File: src/rtl/b64d_pkg.sv
// ----------------------------------------------------------------------------
// b64d_pkg
// Shared types, codes and the alphabet lookup for the base64 stream decoder.
// ----------------------------------------------------------------------------
package b64d_pkg;

  // decode phase codes
  localparam logic [1:0] PH_SKIP   = 2'd0;
  localparam logic [1:0] PH_DECODE = 2'd1;
  localparam logic [1:0] PH_ENDED  = 2'd2;

  localparam logic [7:0] CHAR_SPACE = 8'h20;
  localparam logic [7:0] CHAR_TAB   = 8'h09;

  localparam logic [6:0] SEXTET_PLUS    = 7'd62;
  localparam logic [6:0] SEXTET_SLASH   = 7'd63;
  localparam logic [6:0] NOT_IN_ALPHABET = 7'd64;

  // one decoded group: up to three bytes from one request, oldest in slot 0
  typedef struct packed {
    logic [2:0][7:0] bytes;
    logic [1:0]      count;   // results in the group, 1 to 3
    logic            marker;  // end marker only, no data byte
    logic            last;
    logic            limit;
  } grp_t;

  function automatic logic [6:0] sextet_of(input logic [7:0] c);
    logic [6:0] v;
    v = NOT_IN_ALPHABET;
    if (c >= 8'h41 && c <= 8'h5A) begin
      v = 7'(c - 8'h41);
    end else if (c >= 8'h61 && c <= 8'h7A) begin
      v = 7'(c - 8'h61 + 8'd26);
    end else if (c >= 8'h30 && c <= 8'h39) begin
      v = 7'(c - 8'h30 + 8'd52);
    end else if (c == 8'h2B) begin
      v = SEXTET_PLUS;
    end else if (c == 8'h2F) begin
      v = SEXTET_SLASH;
    end
    return v;
  endfunction

endpackage

File: src/rtl/b64d_decode.sv
// ----------------------------------------------------------------------------
// b64d_decode
// Per-character decode step: string state, byte limit and the group register.
// ----------------------------------------------------------------------------
module b64d_decode import b64d_pkg::*; (
  input  logic        clk,
  input  logic        rst,
  input  logic        cfg_valid,
  input  logic [15:0] cfg_data,
  input  logic        in_valid,
  output logic        in_ready,
  input  logic [7:0]  in_char,
  input  logic        in_last,
  output logic        grp_valid,
  input  logic        grp_ready,
  output grp_t        grp
);

  logic [15:0] max_out_bytes;
  logic [17:0] store, store_next;
  logic [1:0]  cnt, cnt_next;
  logic [1:0]  phase, phase_next;
  logic [15:0] bytes_emitted, bytes_emitted_next;
  logic        overflow_seen, overflow_next;

  logic [2:0][7:0] cand;
  logic [1:0]      cand_n;
  logic [1:0]      acc_n;
  logic [16:0]     room;
  logic [6:0]      v;
  logic            accept;
  logic            push;

  assign accept   = in_valid && in_ready;
  assign in_ready = !grp_valid || grp_ready;
  assign v        = sextet_of(in_char);

  always_comb begin
    phase_next = phase;
    store_next = store;
    cnt_next   = cnt;
    cand       = '0;
    cand_n     = 2'd0;

    if (phase_next == PH_SKIP && in_char != CHAR_SPACE && in_char != CHAR_TAB) begin
      phase_next = PH_DECODE;
    end

    if (phase_next == PH_DECODE && v != NOT_IN_ALPHABET) begin
      if (cnt_next == 2'd3) begin
        cand[0]    = store_next[17:10];
        cand[1]    = store_next[9:2];
        cand[2]    = {store_next[1:0], v[5:0]};
        cand_n     = 2'd3;
        store_next = '0;
        cnt_next   = 2'd0;
      end else begin
        store_next = {store_next[11:0], v[5:0]};
        cnt_next   = cnt_next + 2'd1;
      end
    end

    // flush on a character outside the alphabet or at end of string
    if (phase_next == PH_DECODE && (v == NOT_IN_ALPHABET || in_last)) begin
      if (cnt_next == 2'd2) begin
        cand[0] = store_next[11:4];
        cand_n  = 2'd1;
      end else if (cnt_next == 2'd3) begin
        cand[0] = store_next[17:10];
        cand[1] = store_next[9:2];
        cand_n  = 2'd2;
      end
      store_next = '0;
      cnt_next   = 2'd0;
      phase_next = PH_ENDED;
    end

    // byte limit: only the leading bytes can pass
    room = (bytes_emitted < max_out_bytes) ?
           ({1'b0, max_out_bytes} - {1'b0, bytes_emitted}) : 17'd0;
    acc_n = (room >= {15'd0, cand_n}) ? cand_n : room[1:0];
    overflow_next      = overflow_seen || (acc_n != cand_n);
    bytes_emitted_next = bytes_emitted + {14'd0, acc_n};

    push = (acc_n != 2'd0) || in_last;
  end

  always_ff @(posedge clk) begin
    if (rst) begin
      max_out_bytes <= 16'hFFFF;
    end else if (cfg_valid) begin
      max_out_bytes <= cfg_data;
    end
  end

  always_ff @(posedge clk) begin
    if (rst) begin
      store         <= '0;
      cnt           <= 2'd0;
      phase         <= PH_SKIP;
      bytes_emitted <= '0;
      overflow_seen <= 1'b0;
    end else if (accept) begin
      if (in_last) begin
        store         <= '0;
        cnt           <= 2'd0;
        phase         <= PH_SKIP;
        bytes_emitted <= '0;
        overflow_seen <= 1'b0;
      end else begin
        store         <= store_next;
        cnt           <= cnt_next;
        phase         <= phase_next;
        bytes_emitted <= bytes_emitted_next;
        overflow_seen <= overflow_next;
      end
    end
  end

  always_ff @(posedge clk) begin
    if (rst) begin
      grp_valid <= 1'b0;
    end else if (accept && push) begin
      grp_valid <= 1'b1;
    end else if (grp_ready) begin
      grp_valid <= 1'b0;
    end
  end

  always_ff @(posedge clk) begin
    if (accept && push) begin
      grp.bytes  <= cand;
      grp.count  <= (acc_n == 2'd0) ? 2'd1 : acc_n;
      grp.marker <= (acc_n == 2'd0);
      grp.last   <= in_last;
      grp.limit  <= overflow_next;
    end
  end

  a_last_clears: assert property (@(posedge clk) disable iff (rst)
    accept && in_last |=> phase == PH_SKIP && cnt == 2'd0 && bytes_emitted == 16'd0
      && !overflow_seen)
    else $error("string state not cleared after last request");

  a_marker_shape: assert property (@(posedge clk) disable iff (rst)
    grp_valid && grp.marker |-> grp.last && grp.count == 2'd1)
    else $error("end marker group malformed");

  a_no_accept_when_full: assert property (@(posedge clk) disable iff (rst)
    grp_valid && !grp_ready |-> !in_ready)
    else $error("request taken while group register held");

endmodule

File: src/rtl/b64d_serial.sv
// ----------------------------------------------------------------------------
// b64d_serial
// Output register: hands out a group's results, one per cycle unless stalled.
// ----------------------------------------------------------------------------
module b64d_serial import b64d_pkg::*; (
  input  logic       clk,
  input  logic       rst,
  input  logic       grp_valid,
  output logic       grp_ready,
  input  grp_t       grp,
  output logic       out_valid,
  input  logic       out_ready,
  output logic [7:0] out_byte,
  output logic       byte_valid,
  output logic       out_last,
  output logic       limit_hit
);

  logic [2:0][7:0] bytes;
  logic [1:0]      left;
  logic            marker;
  logic            last;
  logic            limit;
  logic            take;

  assign take      = out_valid && out_ready;
  assign grp_ready = !out_valid || (out_ready && left == 2'd1);

  assign out_byte   = marker ? 8'd0 : bytes[0];
  assign byte_valid = !marker;
  assign out_last   = last && left == 2'd1;
  assign limit_hit  = limit;

  always_ff @(posedge clk) begin
    if (rst) begin
      out_valid <= 1'b0;
      left      <= 2'd0;
    end else if (grp_valid && grp_ready) begin
      out_valid <= 1'b1;
      left      <= grp.count;
    end else if (take) begin
      out_valid <= (left != 2'd1);
      left      <= left - 2'd1;
    end
  end

  always_ff @(posedge clk) begin
    if (grp_valid && grp_ready) begin
      bytes  <= grp.bytes;
      marker <= grp.marker;
      last   <= grp.last;
      limit  <= grp.limit;
    end else if (take) begin
      bytes <= {8'd0, bytes[2:1]};
    end
  end

  a_left_matches_valid: assert property (@(posedge clk) disable iff (rst)
    out_valid == (left != 2'd0))
    else $error("result count out of step with valid");

  a_marker_is_last: assert property (@(posedge clk) disable iff (rst)
    out_valid && !byte_valid |-> out_last)
    else $error("end marker without last mark");

  a_last_drains: assert property (@(posedge clk) disable iff (rst)
    take && out_last && !grp_valid |=> !out_valid)
    else $error("results left after last result");

endmodule

File: src/rtl/base64_stream_decoder.sv
// ----------------------------------------------------------------------------
// base64_stream_decoder
// Decodes base64 text, one character per request, into a byte stream.
// ----------------------------------------------------------------------------
//
//  channel  direction  handshake            payload
//  -------  ---------  -------------------  ----------------------------------
//  cfg      in         cfg_valid/cfg_ready  cfg_data (max_out_bytes)
//  in       in         in_valid/in_ready    in_char, in_last
//  out      out        out_valid/out_ready  out_byte, byte_valid, out_last,
//                                           limit_hit
//
//  One character is taken per cycle while in_ready is high. A character that
//  passes bytes under the byte limit, or is marked last, loads a group of one
//  to three results in the cycle after; the output register then hands them
//  out one per cycle while out_ready is high. The group register and the
//  output register give two groups of slack, so a steady stream of four
//  characters per three bytes runs without stalls. Reset (rst, synchronous)
//  clears the string state and sets the byte limit to 65535. cfg_ready is
//  always high; write the limit only while idle. A stalled output holds the
//  current result, then the group register, then in_ready drops.
// ----------------------------------------------------------------------------
module base64_stream_decoder import b64d_pkg::*; (
  input  logic        clk,
  input  logic        rst,
  input  logic        cfg_valid,
  output logic        cfg_ready,
  input  logic [15:0] cfg_data,
  input  logic        in_valid,
  output logic        in_ready,
  input  logic [7:0]  in_char,
  input  logic        in_last,
  output logic        out_valid,
  input  logic        out_ready,
  output logic [7:0]  out_byte,
  output logic        byte_valid,
  output logic        out_last,
  output logic        limit_hit
);

  logic grp_valid;
  logic grp_ready;
  grp_t grp;

  // the limit register always takes a write
  assign cfg_ready = 1'b1;

  // decode step: string state, byte limit, group register
  b64d_decode u_decode (
    .clk       (clk),
    .rst       (rst),
    .cfg_valid (cfg_valid),
    .cfg_data  (cfg_data),
    .in_valid  (in_valid),
    .in_ready  (in_ready),
    .in_char   (in_char),
    .in_last   (in_last),
    .grp_valid (grp_valid),
    .grp_ready (grp_ready),
    .grp       (grp)
  );

  // output register: advance one result per accepted output
  b64d_serial u_serial (
    .clk        (clk),
    .rst        (rst),
    .grp_valid  (grp_valid),
    .grp_ready  (grp_ready),
    .grp        (grp),
    .out_valid  (out_valid),
    .out_ready  (out_ready),
    .out_byte   (out_byte),
    .byte_valid (byte_valid),
    .out_last   (out_last),
    .limit_hit  (limit_hit)
  );

endmodule

File: config.mk
export PLATFORM = sky130hd
export DESIGN_NAME = base64_stream_decoder
export DESIGN_NICKNAME = d
export VERILOG_FILES = /design/src/rtl/b64d_pkg.sv /design/src/rtl/b64d_decode.sv /design/src/rtl/b64d_serial.sv /design/src/rtl/base64_stream_decoder.sv
export SDC_FILE = /design/constraint.sdc
export NUM_CORES = 1
export LEC_CHECK = 0
export ABC_AREA = 1
export BUFFER_PORTS_ARGS = -buffer_cell sky130_fd_sc_hd__buf_2
export CAP_MARGIN = 15
export CORE_MARGIN = 5
export CORE_UTILIZATION = 30
export CTS_CLUSTER_SIZE = 30
export DETAILED_ROUTE_END_ITERATION = 6
export HOLD_SLACK_MARGIN = 0.06
export PLACE_DENSITY = 0.44
export SETUP_SLACK_MARGIN = 0.5
export SLEW_MARGIN = 20
export SYNTH_ARGS = -nofsm -noshare
export SYNTH_HDL_FRONTEND = slang
export SYNTH_HIERARCHICAL = 1
export SYNTH_SLANG_ARGS = --single-unit
File: constraint.sdc
create_clock -name clk -period 9 [get_ports clk]
set_input_delay 0.45 -clock clk [delete_from_list [all_inputs] [get_ports clk]]
set_output_delay 0.45 -clock clk [all_outputs]
set_load 0.03 [all_outputs]
==> run summary, run 1 <==
Run status
* run status: finished clean

Clock network
* clock latency reported for the late side of the worst-skew pair: 0.41 ns
* CTS sink count: 115
* Setup Fix Bufs, Post-CTS: 0
* H-tree level count: 4
* clock transition at the registers of the reported paths: 0.06 ns
* cells resized by post-CTS repair: 0
* Bufs on Longest Clock Path: 2
* buffer cell driving the clock tree root: clkbuf_16
* CTS buffer count: 17
* hold buffer count at CTS: 0
* clock tree from TritonCTS: done

Timing
* final count of hold timing violations: 0
* fin worst setup slack: 2.68 ns
* Slew Viols, Final: 0
* number of setup violations in the final report: 0
* summed negative setup slack over all endpoints: 0 ns
* transition time at the pin with the least slew margin: 0.997 ns
* Worst Hold Slack: 0.243 ns
* max-slew headroom at the worst pin: 33.1%
* Final Critical Period: 6.32 ns
* final worst clock skew: 0.00961 ns
* Max Clock Freq: 0.158 GHz
* RSZ-0062 raised after global routing: no
* post-route fraction of the period consumed by the critical path: 70.2%

Hold path
* type of the most critical hold path: input pin to register

Pwr
* leakage power summed over all cells: 3.32 nW
* Power Dens Cells: 186 nW/µm²
* Design Power: 1.48 mW
* Max VDD drop: 121 µV

GRT
* via count of the first global-routing pass: 5690
* first-pass GRT wire length: 29400 µm
* GRT Overall Usage: 13.8%
* total congestion overflow after global routing: 0
* maximum number of pins on one net before global-route repair: 30
* number of antenna violations at the first check in global routing: 0

Floorplanning
* I/O pin total: 44
* initial cell density of the core: 30.5%
* site row count: 55
* floorplan die area: 26200 µm²
* overall die height: 162 µm
* die width: 162 µm
* Floorplan Core Area: 22700 µm²

Place
* final RePlAce weighted congestion: 0.815
* Port-buffer cells: 42
* Setup WS pre-CTS: 2.29 ns
* Final HPWL DP: 13100 µm
* Placed Cells: 1230

Layout
* post-layout instance count excluding filler cells: 1261
* most common library cell in the layout ignoring fill and taps: nand2_1
* number of antenna repair diodes: 0
* count of fill cells added during filler insertion: 2422
* multi-input logic area: 3420 µm²
* commonest cells after routing, fill and taps aside: 255 x nand2_1, 124 x inv_1, 74 x nor2_1, 65 x nand3_1
* final net count: 1026
* area taken by flip-flops and latches: 2860 µm²
* area growth from synthesis to layout: 15.2%
* share of final-layout standard cells stronger than drive strength 1: 13.5%

Yosys
* Synth Flop Type: dfxtp_1
* proportion of synthesized chip area in sequential cells: 41.3%
* EDFF count, synth: 56
* Netlist Area Pre-Place: 6930 µm²
* Synth Instances: 925
* FFs w/ async S/R, synth: 0%
* post-synth net total: 987
* number of synthesized register bits: 115
* Avg Synthesized Cell Area: 7.49 µm²
* unique cell type count in the Yosys netlist: 46
* Synth warnings: 6

Worst setup path
* delay of the slowest cell on the worst path: 0.53 ns
* standard cell with the maximum stage delay on the critical path: a21oi_2
* arrival time of data at the critical path endpoint: 6.61 ns
* category of the worst setup path capture point: register
* cell with the most instances on the worst path: nand2_1
* Reg2Reg Setup Slack: 3.46 ns
* required time of the critical path: 9.30 ns
* maximum fanout encountered on the critical timing path: 12
* type of the setup path with the least slack: input pin to register
* crit start category: input pin

Detailed routing
* routed length per instance: 13.9 µm
* Antenna Violating Nets Remaining: 0
* Iter 0 DRT Violations: 387
* Pre-Repair DR Iteration Count: 5
* number of vias after detailed routing: 5840
* DRC Markers: 0
* via density per instance: 4.63
* routed wire length: 17500 µm

Flow run
* Max Cap Viol: 0

## sequential cells by signal (all words and copies together) (netlist names)
signal and count:
u_decode/grp 29, u_serial/bytes 24, u_decode/store 18, u_decode/bytes_emitted 16, u_decode/max_out_bytes 16, u_decode/cnt 2
u_decode/phase 2, u_serial/left 2, u_decode/grp_valid 1, u_decode/overflow_seen 1, u_serial/last 1, u_serial/limit_hit 1
u_serial/marker 1, u_serial/out_valid 1
## stage by stage
step	instance area (µm²)	util (%)
CTS	7990	35.2
global placement	7370	32.5
detailed placement	7370	32.5
floorplan	6930	-
finish	7990	35.2
global route	7990	35.2
## final cells by class
cell class                      count  area share [%]
Clock buffer                       18            5.37
Clock inverter                     13            2.30
Inverter                          135            6.38
Multi-Input combinational cell    651            42.8
Sequential cell                   115            35.9
Tap cell                          285            4.47
Timing Repair Buffer               44            2.82
## Yosys cell counts (all sizes together) (3+ instances only)
cell	instances	share of area, %
nand2	279	16
inv	133	7.2
nor2	83	4.9
nand3	70	5.4
a21oi	64	4.9
dfxtp	59	17
edfxtp	56	24
o21ai	38	2.9
ha	30	5.4
o22ai	24	2.2
clkbuf	13	0.72
nor3	13	1.1
buf	11	1.3
xor2	11	1.4
nand4	9	0.81
a22o	8	1.0
xnor2	4	0.51
nand3b	3	0.38
nor4	3	0.45
## final timing paths
check,from,to,cells after the start
worst max-delay path,in_char[0],u_decode/bytes_emitted[15],41
worst min-delay path,cfg_data[15],u_decode/max_out_bytes[15],3
worst max register to register,u_decode/bytes_emitted[7],u_decode/bytes_emitted[15],34
worst min register to register,u_decode/grp[2],u_serial/marker,0
## worst max-delay path, delay by kind of cell
| kind | cells | cell delay (ns) |
|---|---|---|
| buffers and inverters | 7 | 0.72 |
| adders and majority gates | 3 | 0.81 |
| and+or+nand+nor | 25 | 3.61 |
| AOI/OAI and AO/OA | 6 | 1.03 |
## where the power goes
| group | internal, mW | switching, mW | leakage (nW) |
|---|---|---|---|
| clock network | 0.461 | 0.248 | 0.282 |
| logic | 0.0575 | 0.133 | 2.03 |
| registers | 0.573 | 0.0102 | 1.01 |
## per-layer routing
layer  vias up  track usage (%)  wire (µm)
li1       3098                -          -
met1      2599             19.0       8880
met2       122             22.2       7830
met3        21             2.56        613
met4         0             3.69        191
met5         -                0          0
## kinds of logic after synthesis
logic type,Yosys count,synth area share (%)
simple gates,464,29.9
buf+inv,159,9.39
fa+ha+maj,32,5.99
compound gates,139,11.5
other cells,1,0.0541
flops,115,41.3
xor+xnor,15,1.90
Note: power is estimated with default switching activity, not from simulation.
==> run 2: changes to the inputs <==
Clock period 9 ns to 6.4 ns, I/O delays scaled along.
==> run 2 against run 1 <==
Hold slack got worse by 0.13 ns; critical path depth rose by 1; non-clock buffer count rose by 8; sequential share of layout area shrank 0.45 points; cell count up 0.71%; clock skew increased by 0.0035 ns.
==> run summary, run 2 (synthesis gave the netlist of run 1 again) <==
Run status
* run status: finished clean

Layout
* max FFs per register: 29, unchanged
* number of antenna repair diodes: 0, unchanged
* commonest cells after routing, fill and taps aside: 255 x nand2_1, 124 x inv_1, 71 x nor2_1, 63 x nand3_1
* largest registers: u_decode/grp: 29 flops, u_serial/bytes: 24 flops, u_decode/store: 18 flops
* most common library cell in the layout ignoring fill and taps: nand2_1
* share of final-layout standard cells stronger than drive strength 1: 15.9%, +2.4 points
* utilization of the core after routing: 35.6%, +0.45 points
* area growth from synthesis to layout: 16.7%
* final net count: 1034, +0.78%
* summed area of non-filler cells in the final layout: 8090 µm², +1.3%
* Top reg by flops: u_decode/grp
* post-layout instance count excluding filler cells: 1270, +0.71%

Timing
* Slew Viols, Final: 0, unchanged
* fin worst setup slack: 1.05 ns, -1.64 ns
* summed negative setup slack over all endpoints: 0 ns, unchanged
* transition time at the pin with the least slew margin: 0.909 ns, -0.0876 ns
* Max Clock Freq: 0.187 GHz
* post-route fraction of the period consumed by the critical path: 83.6%
* number of setup violations in the final report: 0, unchanged
* final worst clock skew: 0.0131 ns, +0.00350 ns
* RSZ-0062 raised after global routing: no
* Final Critical Period: 5.35 ns
* final count of hold timing violations: 0, unchanged
* max-slew headroom at the worst pin: 39.1%, +6.0 points
* Worst Hold Slack: 0.114 ns, -0.129 ns

Detailed routing
* routed wire length: 17600 µm, +0.78%
* Iter 0 DRT Violations: 273, -29%
* Antenna Violating Nets Remaining: 0, unchanged
* DRC Markers: 0, unchanged
* number of vias after detailed routing: 5939, +1.7%
* via density per instance: 4.68, +0.97%
* routed length per instance: 13.9 µm, about the same
* Pre-Repair DR Iteration Count: 5, unchanged

GRT
* GRT Overall Usage: 13.8%, +0.017 points
* met1 layer usage reported by global route: 18.5%, -0.52 points
* via count of the first global-routing pass: 5747, +1.0%
* global route hottest layer: met2
* total congestion overflow after global routing: 0, unchanged
* maximum number of pins on one net before global-route repair: 29, -3.3%
* routing usage on met3: 2.69%, +0.13 points
* number of antenna violations at the first check in global routing: 0, unchanged
* first-pass GRT wire length: 29200 µm, -0.49%
* met2 track utilization from global routing: 22.8%, +0.55 points

Worst setup path
* type of the setup path with the least slack: input pin to register
* delay of the slowest cell on the worst path: 0.41 ns, -0.12 ns
* standard cell with the maximum stage delay on the critical path: fa_1
* cell with the most instances on the worst path: nand2_1
* arrival time of data at the critical path endpoint: 5.65 ns, -0.96 ns
* crit start category: input pin
* required time of the critical path: 6.69 ns, -2.61 ns
* Reg2Reg Setup Slack: 1.09 ns, -2.37 ns
* maximum fanout encountered on the critical timing path: 8, -4
* category of the worst setup path capture point: register

Floorplanning
* site row count: 55, unchanged
* Floorplan Core Area: 22700 µm², unchanged
* die width: 162 µm, unchanged
* initial cell density of the core: 30.5%, unchanged
* overall die height: 162 µm, unchanged
* floorplan die area: 26200 µm², unchanged
* I/O pin total: 44, unchanged

Clock network
* clock tree from TritonCTS: done
* CTS buffer count: 17, unchanged
* CTS sink count: 115, unchanged
* buffer cell driving the clock tree root: clkbuf_16
* clock transition at the registers of the reported paths: 0.06 ns, about the same
* clock latency reported for the late side of the worst-skew pair: 0.42 ns, about the same
* H-tree level count: 4, unchanged
* Bufs on Longest Clock Path: 2, unchanged

Place
* final RePlAce weighted congestion: 0.846, +3.9%
* Port-buffer cells: 42, unchanged
* Final HPWL DP: 13100 µm, +0.23%
* Placed Cells: 1235, +0.41%
* Setup WS pre-CTS: 0.377 ns, -1.91 ns
* cell area after placement: 7410 µm², +0.51%

Hold path
* type of the most critical hold path: input pin to register

Pwr
* Design Power: 1.99 mW, +34%
* Power Dens Cells: 247 nW/µm², +33%
* leakage power summed over all cells: 3.38 nW, +1.9%
* Max VDD drop: 172 µV, +42%

Flow run
* Max Cap Viol: 0, unchanged

## run 2: cell types whose count changed in the layout (fill, tap and decap cells not counted), moves of 3 or more
| cell | delta |
|---|---|
| buf_4 | +8 |
| bufinv_16 | -3 |
| ha_2 | +3 |
| nor2_1 | -3 |
| ha_1 | -4 |
| nor3_2 | +4 |
| clkinv_4 | +6 |
| nor3_1 | -4 |
## run 2: cell type report
type	count	area (µm²)
Fill cell	2457	14600
Multi-Input combinational cell	651	3510
Sequential cell	115	2860
Inverter	135	509
Clock buffer	18	429
Tap cell	285	357
Timing Repair Buffer	52	285
Clock inverter	14	133
## run 2: per-layer routing
layer,part of all wire (%),vias to the layer above
met4,1.1,0
met3,3.4,17
met1,49,2698
met2,46,106
met5,0,-
li1,-,3118
## run 2: worst max-delay path: cells and delay by family
| kind | cells | cell delay (ns) |
|---|---|---|
| AO/OA/AOI/OAI | 4 | 0.37 |
| adder cells (fa/ha/maj) | 4 | 1.03 |
| buffers and inverters | 5 | 0.53 |
| AND/OR/NAND/NOR | 29 | 3.37 |
## run 2: worst paths after layout
| check | from | to | cells after the start |
|---|---|---|---|
| max | in_char[2] | u_decode/bytes_emitted[14] | 42 |
| min | cfg_data[2] | u_decode/max_out_bytes[2] | 3 |
| max reg2reg | u_decode/bytes_emitted[7] | u_decode/bytes_emitted[14] | 32 |
| min reg2reg | u_decode/grp[0] | u_serial/limit_hit | 0 |
## run 2: report_power, final
group / internal, mW / switching (mW)
sequential: 0.805 / 0.0140
combinational: 0.0871 / 0.191
clock: 0.537 / 0.361
total: 1.43 / 0.566
## run 2: repair_timing
action	4_1_cts	5_1_grt
resized for setup	0	22
setup endpoints to repair	0	4
endpoints found under the hold margin	0	0
hold buffers	0	0
buffers inserted	0	3
